`src/rtl/core/kesc_pkg.sv`:
```
// Shared constants, types and the escape sequence table for the key decoder.
package kesc_pkg;

    localparam int SEQ_MAX        = 5;
    localparam int TABLE_ENTRIES  = 22;
    localparam int TEXT_MAX       = 4;
    localparam int LEN_W          = $clog2(SEQ_MAX + 1);
    localparam int IDX_W          = $clog2(SEQ_MAX);

    localparam logic [7:0] ESC_BYTE        = 8'd27;
    localparam logic [7:0] BKSP_BYTE       = 8'd8;
    localparam logic [7:0] CR_BYTE         = 8'd13;
    localparam logic [7:0] TIMEOUT_RESET   = 8'd75;
    localparam logic [7:0] KEY_BKSP        = 8'd0;
    localparam logic [7:0] KEY_RETURN      = 8'd1;
    localparam logic [7:0] FIRST_TABLE_KEY = 8'd2;

    typedef enum logic [1:0] {
        KIND_CHAR    = 2'd0,
        KIND_SPECIAL = 2'd1,
        KIND_ESCAPE  = 2'd2,
        KIND_UNKNOWN = 2'd3
    } key_kind_t;

    typedef enum logic {
        REQ_BYTE = 1'b0,
        REQ_TICK = 1'b1
    } req_type_t;

    typedef logic [7:0] seq_buf_t [SEQ_MAX];

    typedef struct packed {
        logic [LEN_W-1:0]         count;
        logic [TEXT_MAX-1:0][7:0] text;   // text[0] is the first byte after ESC
    } seq_entry_t;

    typedef struct packed {
        logic       hit;
        logic [7:0] key;
    } match_res_t;

    function automatic seq_entry_t mk_entry(input int n, input logic [7:0] b0,
                                            input logic [7:0] b1, input logic [7:0] b2,
                                            input logic [7:0] b3);
        seq_entry_t e;
        e.count   = LEN_W'(n);
        e.text[0] = b0;
        e.text[1] = b1;
        e.text[2] = b2;
        e.text[3] = b3;
        return e;
    endfunction

    function automatic seq_entry_t known_seq(input int i);
        seq_entry_t e;
        e = '0;
        unique case (i)
            0:  e = mk_entry(2, "[", "A", 8'd0, 8'd0);
            1:  e = mk_entry(2, "[", "B", 8'd0, 8'd0);
            2:  e = mk_entry(2, "[", "C", 8'd0, 8'd0);
            3:  e = mk_entry(2, "[", "D", 8'd0, 8'd0);
            4:  e = mk_entry(2, "[", "F", 8'd0, 8'd0);
            5:  e = mk_entry(2, "[", "H", 8'd0, 8'd0);
            6:  e = mk_entry(3, "[", "2", "~", 8'd0);
            7:  e = mk_entry(3, "[", "3", "~", 8'd0);
            8:  e = mk_entry(3, "[", "5", "~", 8'd0);
            9:  e = mk_entry(3, "[", "6", "~", 8'd0);
            10: e = mk_entry(2, "O", "P", 8'd0, 8'd0);
            11: e = mk_entry(2, "O", "Q", 8'd0, 8'd0);
            12: e = mk_entry(2, "O", "R", 8'd0, 8'd0);
            13: e = mk_entry(2, "O", "S", 8'd0, 8'd0);
            14: e = mk_entry(4, "[", "1", "5", "~");
            15: e = mk_entry(4, "[", "1", "7", "~");
            16: e = mk_entry(4, "[", "1", "8", "~");
            17: e = mk_entry(4, "[", "1", "9", "~");
            18: e = mk_entry(4, "[", "2", "0", "~");
            19: e = mk_entry(4, "[", "2", "1", "~");
            20: e = mk_entry(4, "[", "2", "3", "~");
            21: e = mk_entry(4, "[", "2", "4", "~");
            default: e = '0;   // empty slot, never matches
        endcase
        return e;
    endfunction

endpackage

```
`src/rtl/core/kesc_match.sv`:
```
// Parallel prefix compare of the sequence buffer against the key table.
module kesc_match
    import kesc_pkg::*;
(
    input  seq_buf_t         seq_bytes,
    input  logic [LEN_W-1:0] seq_length,
    output match_res_t       res
);

    logic [TABLE_ENTRIES-1:0] hit_vec;

    always_comb begin
        seq_entry_t e;
        logic       ok;
        for (int i = 0; i < TABLE_ENTRIES; i++) begin
            e  = known_seq(i);
            ok = (e.count != '0) && (seq_length <= e.count)
                 && (seq_length <= LEN_W'(TEXT_MAX));
            for (int t = 0; t < TEXT_MAX; t++) begin
                // bytes beyond the buffered length are never looked at
                if ((LEN_W'(t) < seq_length) && (e.text[t] != seq_bytes[t])) begin
                    ok = 1'b0;
                end
            end
            hit_vec[i] = ok;
        end
    end

    // first entry in table order wins
    always_comb begin
        res = '0;
        for (int i = TABLE_ENTRIES - 1; i >= 0; i--) begin
            if (hit_vec[i]) begin
                res.hit = 1'b1;
                res.key = FIRST_TABLE_KEY + 8'(i);
            end
        end
    end

endmodule

```
`src/rtl/core/vt100_key_escape_decoder.sv`:
```
// Top level: input register, decode state, table lookup and result register.
//
//  Channel | Direction | Ports                             | Content
//  s_      | in        | s_valid s_ready s_req_type s_rx_byte | byte or 1 ms tick request
//  m_      | out       | m_valid m_ready m_key_kind m_key_value | key event
//  cfg_    | in        | cfg_we cfg_wdata                   | gap timeout in ms
//
// One request per cycle while results are taken; a key-emitting request raises
// m_valid via the input register, then decode and table compare into the result
// register. aresetn is synchronous: clears the handshake state, the decoder to
// idle and the timeout to 75. A stalled result holds the result register; the
// input register still takes one request behind it, after which s_ready drops.
module vt100_key_escape_decoder
    import kesc_pkg::*;
(
    input  logic       aclk,
    input  logic       aresetn,
    input  logic       cfg_we,
    input  logic [7:0] cfg_wdata,
    input  logic       s_valid,
    output logic       s_ready,
    input  logic       s_req_type,
    input  logic [7:0] s_rx_byte,
    output logic       m_valid,
    input  logic       m_ready,
    output logic [1:0] m_key_kind,
    output logic [7:0] m_key_value
);

    logic             in_valid_reg;
    req_type_t        in_type_reg;
    logic [7:0]       in_byte_reg;
    logic [7:0]       timeout_reg;
    logic             collecting_reg, collecting_next;
    logic [LEN_W-1:0] seq_length_reg, seq_length_next;
    logic [LEN_W-1:0] cand_length;
    logic [7:0]       gap_count_reg, gap_count_next;
    seq_buf_t         seq_bytes_reg, cand_bytes;
    logic             buf_write;
    logic             out_valid_reg;
    key_kind_t        out_kind_reg, kind_next;
    logic [7:0]       out_value_reg, value_next;
    logic             emit;
    logic             process;
    logic [7:0]       gap_inc;
    match_res_t       match;

    assign process = in_valid_reg && (!out_valid_reg || m_ready);
    assign s_ready = !in_valid_reg || process;

    // candidate buffer with the incoming byte placed, used for lookup and update
    always_comb begin
        cand_bytes = seq_bytes_reg;
        if (in_type_reg == REQ_BYTE && seq_length_reg < LEN_W'(SEQ_MAX)) begin
            cand_bytes[seq_length_reg[IDX_W-1:0]] = in_byte_reg;
        end
    end

    assign cand_length = (in_type_reg == REQ_BYTE && seq_length_reg < LEN_W'(SEQ_MAX))
                         ? seq_length_reg + LEN_W'(1) : seq_length_reg;

    kesc_match u_match (
        .seq_bytes  (cand_bytes),
        .seq_length (cand_length),
        .res        (match)
    );

    assign gap_inc = (gap_count_reg == 8'hFF) ? gap_count_reg : gap_count_reg + 8'd1;

    always_comb begin
        collecting_next = collecting_reg;
        seq_length_next = seq_length_reg;
        gap_count_next  = gap_count_reg;
        buf_write       = 1'b0;
        emit            = 1'b0;
        kind_next       = KIND_CHAR;
        value_next      = in_byte_reg;
        if (!collecting_reg) begin
            if (in_type_reg == REQ_BYTE) begin
                priority if (in_byte_reg == BKSP_BYTE) begin
                    emit       = 1'b1;
                    kind_next  = KIND_SPECIAL;
                    value_next = KEY_BKSP;
                end else if (in_byte_reg == CR_BYTE) begin
                    emit       = 1'b1;
                    kind_next  = KIND_SPECIAL;
                    value_next = KEY_RETURN;
                end else if (in_byte_reg == ESC_BYTE) begin
                    collecting_next = 1'b1;
                    seq_length_next = '0;
                    gap_count_next  = '0;
                end else begin
                    emit = 1'b1;
                end
            end
        end else if (in_type_reg == REQ_TICK) begin
            gap_count_next = gap_inc;
            if (gap_inc >= timeout_reg) begin
                emit = 1'b1;
            end
        end else begin
            gap_count_next = '0;
            if (seq_length_reg < LEN_W'(SEQ_MAX)) begin
                buf_write       = 1'b1;
                seq_length_next = cand_length;
            end
            if (cand_length >= LEN_W'(SEQ_MAX)) begin
                emit = 1'b1;
            end
        end

        // resolution of a collected sequence
        if (collecting_reg && emit) begin
            priority if (cand_length == '0) begin
                kind_next  = KIND_ESCAPE;
                value_next = ESC_BYTE;
            end else if (match.hit) begin
                kind_next  = KIND_SPECIAL;
                value_next = match.key;
            end else begin
                kind_next  = KIND_UNKNOWN;
                value_next = 8'd0;
            end
            collecting_next = 1'b0;
            seq_length_next = '0;
            gap_count_next  = '0;
        end
    end

    always_ff @(posedge aclk) begin
        if (!aresetn) begin
            in_valid_reg   <= 1'b0;
            out_valid_reg  <= 1'b0;
            timeout_reg    <= TIMEOUT_RESET;
            collecting_reg <= 1'b0;
            seq_length_reg <= '0;
            gap_count_reg  <= '0;
        end else begin
            if (cfg_we) begin
                timeout_reg <= cfg_wdata;
            end
            if (s_ready) begin
                in_valid_reg <= s_valid;
            end
            if (process) begin
                out_valid_reg  <= emit;
                collecting_reg <= collecting_next;
                seq_length_reg <= seq_length_next;
                gap_count_reg  <= gap_count_next;
            end else if (m_ready) begin
                out_valid_reg <= 1'b0;
            end
        end
    end

    // payload registers, no reset needed
    always_ff @(posedge aclk) begin
        if (s_valid && s_ready) begin
            in_type_reg <= req_type_t'(s_req_type);
            in_byte_reg <= s_rx_byte;
        end
        if (process && emit) begin
            out_kind_reg  <= kind_next;
            out_value_reg <= value_next;
        end
        if (process && buf_write) begin
            seq_bytes_reg <= cand_bytes;
        end
    end

    assign m_valid     = out_valid_reg;
    assign m_key_kind  = out_kind_reg;
    assign m_key_value = out_value_reg;

endmodule

```
`config.mk`:
```
export PLATFORM = sky130hd
export DESIGN_NAME = vt100_key_escape_decoder
export DESIGN_NICKNAME = d
export VERILOG_FILES = /design/src/rtl/core/kesc_pkg.sv /design/src/rtl/core/kesc_match.sv /design/src/rtl/core/vt100_key_escape_decoder.sv
export SDC_FILE = /design/constraint.sdc
export NUM_CORES = 1
export LEC_CHECK = 0
export ABC_AREA = 1
export BUFFER_PORTS_ARGS = -buffer_cell sky130_fd_sc_hd__clkbuf_2
export CORE_MARGIN = 2
export CORE_UTILIZATION = 60
export DETAILED_ROUTE_END_ITERATION = 8
export GPL_TIMING_DRIVEN = 1
export PLACE_DENSITY = 0.86
export RECOVER_POWER = 50
export SETUP_SLACK_MARGIN = 0.15
export SLEW_MARGIN = 20
export SYNTH_ARGS = -nofsm -noshare
export SYNTH_HDL_FRONTEND = slang
export SYNTH_SLANG_ARGS = --single-unit
```
`constraint.sdc`:
```
create_clock -name aclk -period 5 [get_ports aclk]
set_input_delay 0.5 -clock aclk [delete_from_list [all_inputs] [get_ports aclk]]
set_output_delay 0.5 -clock aclk [all_outputs]
set_load 0.005 [all_outputs]
```
==> results_dict.tcl <==
set metrics [dict create \
    yosys-top-cells-area "edfxtp_1 (34%), nand2_1 (14%), dfxtp_1 (9.8%)" \
    synthesis.area_um2 4510 \
    via_per_inst 5.51 \
    worstHoldPathCells 1 \
    crit_type "flop to flop" \
    relSlewSlack_pct 39.8 \
    clkTransAtPathRegs_ns 0.09 \
    worstSetupEndpointType "flop" \
    cts_buffers 9 \
    insertedDiodeCount 0 \
    htreeDepth 3 \
    drv_cap 0 \
    yosysUniqueCellTypes 40 \
    worst-path-stages 29 \
    syn_inst 595 \
    slowest_stage "dfxtp_1" \
    multi_input_area_um2 2060 \
    slew_viol_final 0 \
    cts_resized 0 \
    grt_first_pass_wirelength_um 17600 \
    first_global_vias 3939 \
    drc_errors 0 \
    antenna_found_initial 0 \
    die_y_um 90.7 \
    ioPinCount 34 \
    final_nets 667 \
    yosys.area_share.adder_pct 2.77 \
    portBuffers 33 \
    ys_seq_elements 73 \
    synth-simple-area-share_pct 31.3 \
    worstHoldStart "s_rx_byte[6]" \
    fmax_mhz 239 \
    rr_startpoint "seq_length_reg[0]$_SDFFE_PN0P_" \
    ys_async_sr_fraction_pct 0 \
    routedWlPerCell_um 14.0 \
    tightest_slew_ns 0.903 \
    outcome "finished clean" \
    rsz0062_at_grt "false" \
    ant_nets 0 \
    synth_top_flop_cell "edfxtp_1" \
    synth.avg_cell_area_um2 7.59 \
    num-fill-cells 619 \
    grt_overflow_total 0 \
    muxShareOfSynthArea_pct 0.249 \
    yosys.area_share.xor_xnor_pct 0.970 \
    min_to "in_byte_reg[6]$_DFFE_PP_" \
    synth_common_cells "nand2_1 (166), inv_1 (96), edfxtp_1 (51)" \
    cp-startpoint "seq_length_reg[0]$_SDFFE_PN0P_" \
    grt_max_degree 37 \
    place.gp.congestion 0.970 \
    ctsHoldBuffers 0 \
    finalHoldViolations 0 \
    drtIter0Drc 264 \
    setup_ws_ns 0.822 \
    die_w_um 90.7 \
    place_ws_ns 0.995 \
    critical_path.max_fanout 15 \
    grt_usage_pct 26.1 \
    ys_seq_area_share_pct 43.7 \
    synth-edff-count 51 \
    synth_top_family_by_area "simple AND/OR/NAND/NOR gates" \
    clk_path_buf_depth 2 \
    clk_latency_ns 0.35 \
    ys_warn_count 0 \
    initial_core_util_pct 62.2 \
    drive_gt1_share_pct 12.3 \
    rr_endpoint "m_key_value[0]$_DFFE_PP_" \
    largest_register_ffs 32 \
    routed_wl_um 10400 \
    synth.most_common_cell "nand2_1" \
    dp_hpwl_um 7790 \
    path_buf_inv 1 \
    cts.sinks 73 \
    cp_slowest_stage_delay_ns 0.71 \
    syn_nets 627 \
    cts_root_buf "clkbuf_8" \
    cpLargestDelayFamily "simple AND/OR/NAND/NOR gates" \
    crit_top_cell "nand2_1" \
    leakage_uw 0.00229 \
    via_count 4069 \
    first_pass_iters 5 \
    peakVddDrop_mv 0.164 \
    crit_path_start_kind "flop" \
    hp-class "primary input to flop" \
    critPathArrivalTime_ns 4.27 \
    finClkSkew_ns 0.0138 \
    tritoncts "yes" \
    ff_latch_area_um2 1970 \
    synthToLayoutAreaGrowth_pct 9.20 \
    row_count 31 \
    finalSetupViolations 0 \
    post-cts-setup-buffers 0 \
    fin_crit_ns 4.18 \
    design.core.area_um2 7250 \
    yosysTopAreaCell "edfxtp_1" \
    synth_top_area_share_pct 33.9 \
    rrSetupSlack_ns 0.82 \
    required_ns 5.09 \
    dieArea_um2 8230 \
    power_density_nw_per_um2 259 \
    reg2regPathDepth 29 \
    setup_tns_ns 0 \
    fin_crit_sh_pct 83.6 \
    synth_compound_area_share_pct 11.6 \
]
==> layout by cell type (no fill, tap or decap), drive strengths merged <==
cell,netlist,layout
nand3,44,44
clkinv,0,3
nor2,56,56
clkbuf,2,45
buf,5,2
bufinv,0,1
a31oi,4,4
xor2,2,2
o41ai,2,2
o2111ai,1,1
a41oi,1,1
a21boi,1,1
nor3b,1,1
nand3b,1,1
inv,102,102
nand4,13,13
xnor2,3,3
edfxtp,51,51
a21oi,46,46
o21ai,25,25
clkinvlp,0,1
ha,10,10
a211oi,3,3
nor3,7,7
dfxtp,22,22
o31ai,1,1
mux2,1,1
o21a,2,2
nand2,185,185
nor4,3,3
a2bb2oi,1,1
==> per-layer routing <==
metal / track usage, % / routed length, um / vias up
li1: - / - / 2032
met1: 31.6 / 4370 / 1848
met2: 45.8 / 4970 / 160
met3: 4.01 / 705 / 29
met4: 11.9 / 320 / 0
met5: 0 / 0 / -
==> worst max path at each step <==
stage,endpoint,slack [ns]
5_1_grt,m_key_value[0]$_DFFE_PP_,0.33
3_3_place_gp,m_key_value[6]$_SDFFCE_PP0P_,1.14
4_1_cts,m_key_value[0]$_DFFE_PP_,0.95
6_report,m_key_value[0]$_DFFE_PP_,0.82
3_5_place_dp,m_key_value[7]$_SDFFCE_PP0P_,0.99
2_1_floorplan,seq_bytes_reg[10]$_DFFE_PP_,1.49
==> per-stage QoR <==
stage / utilization (%) / total power (uW) / cell area, um^2 / hold slack [ns] / cells
after CTS: 69.0 / 1280 / 5000 / 0.310 / 739
after global routing: 68.0 / 1320 / 4930 / 0.310 / 739
after global placement: 66.0 / 799 / 4790 / 0.458 / 723
final: 68.0 / 1280 / 4930 / 0.319 / 739
after floorplan: - / 765 / 4510 / 0.435 / 595
after detailed placement: 66.0 / 804 / 4790 / 0.455 / 723
==> power by group <==
part           internal (uW)  leakage [uW]  switching (uW)
Combinational           40.8       0.00153            84.7
Clock                    263      0.000105             221
Sequential               655      0.000650            11.0
==> cells by family after synthesis <==
kind of cell    Yosys count
mux                       1
xor+xnor                  5
fa+ha+maj                10
flops                    73
compound gates           87
buf+inv                 109
simple gates            310
==> final cells by class <==
class	instances	area share, %
inverter	102	7.77
clock inverter	5	1.29
clock buffer	11	3.10
tap	99	2.51
timing repair buffer	36	3.58
sequential	73	40.0
multi-input combinational	413	41.8
Power figures use the tool's default switching activity.
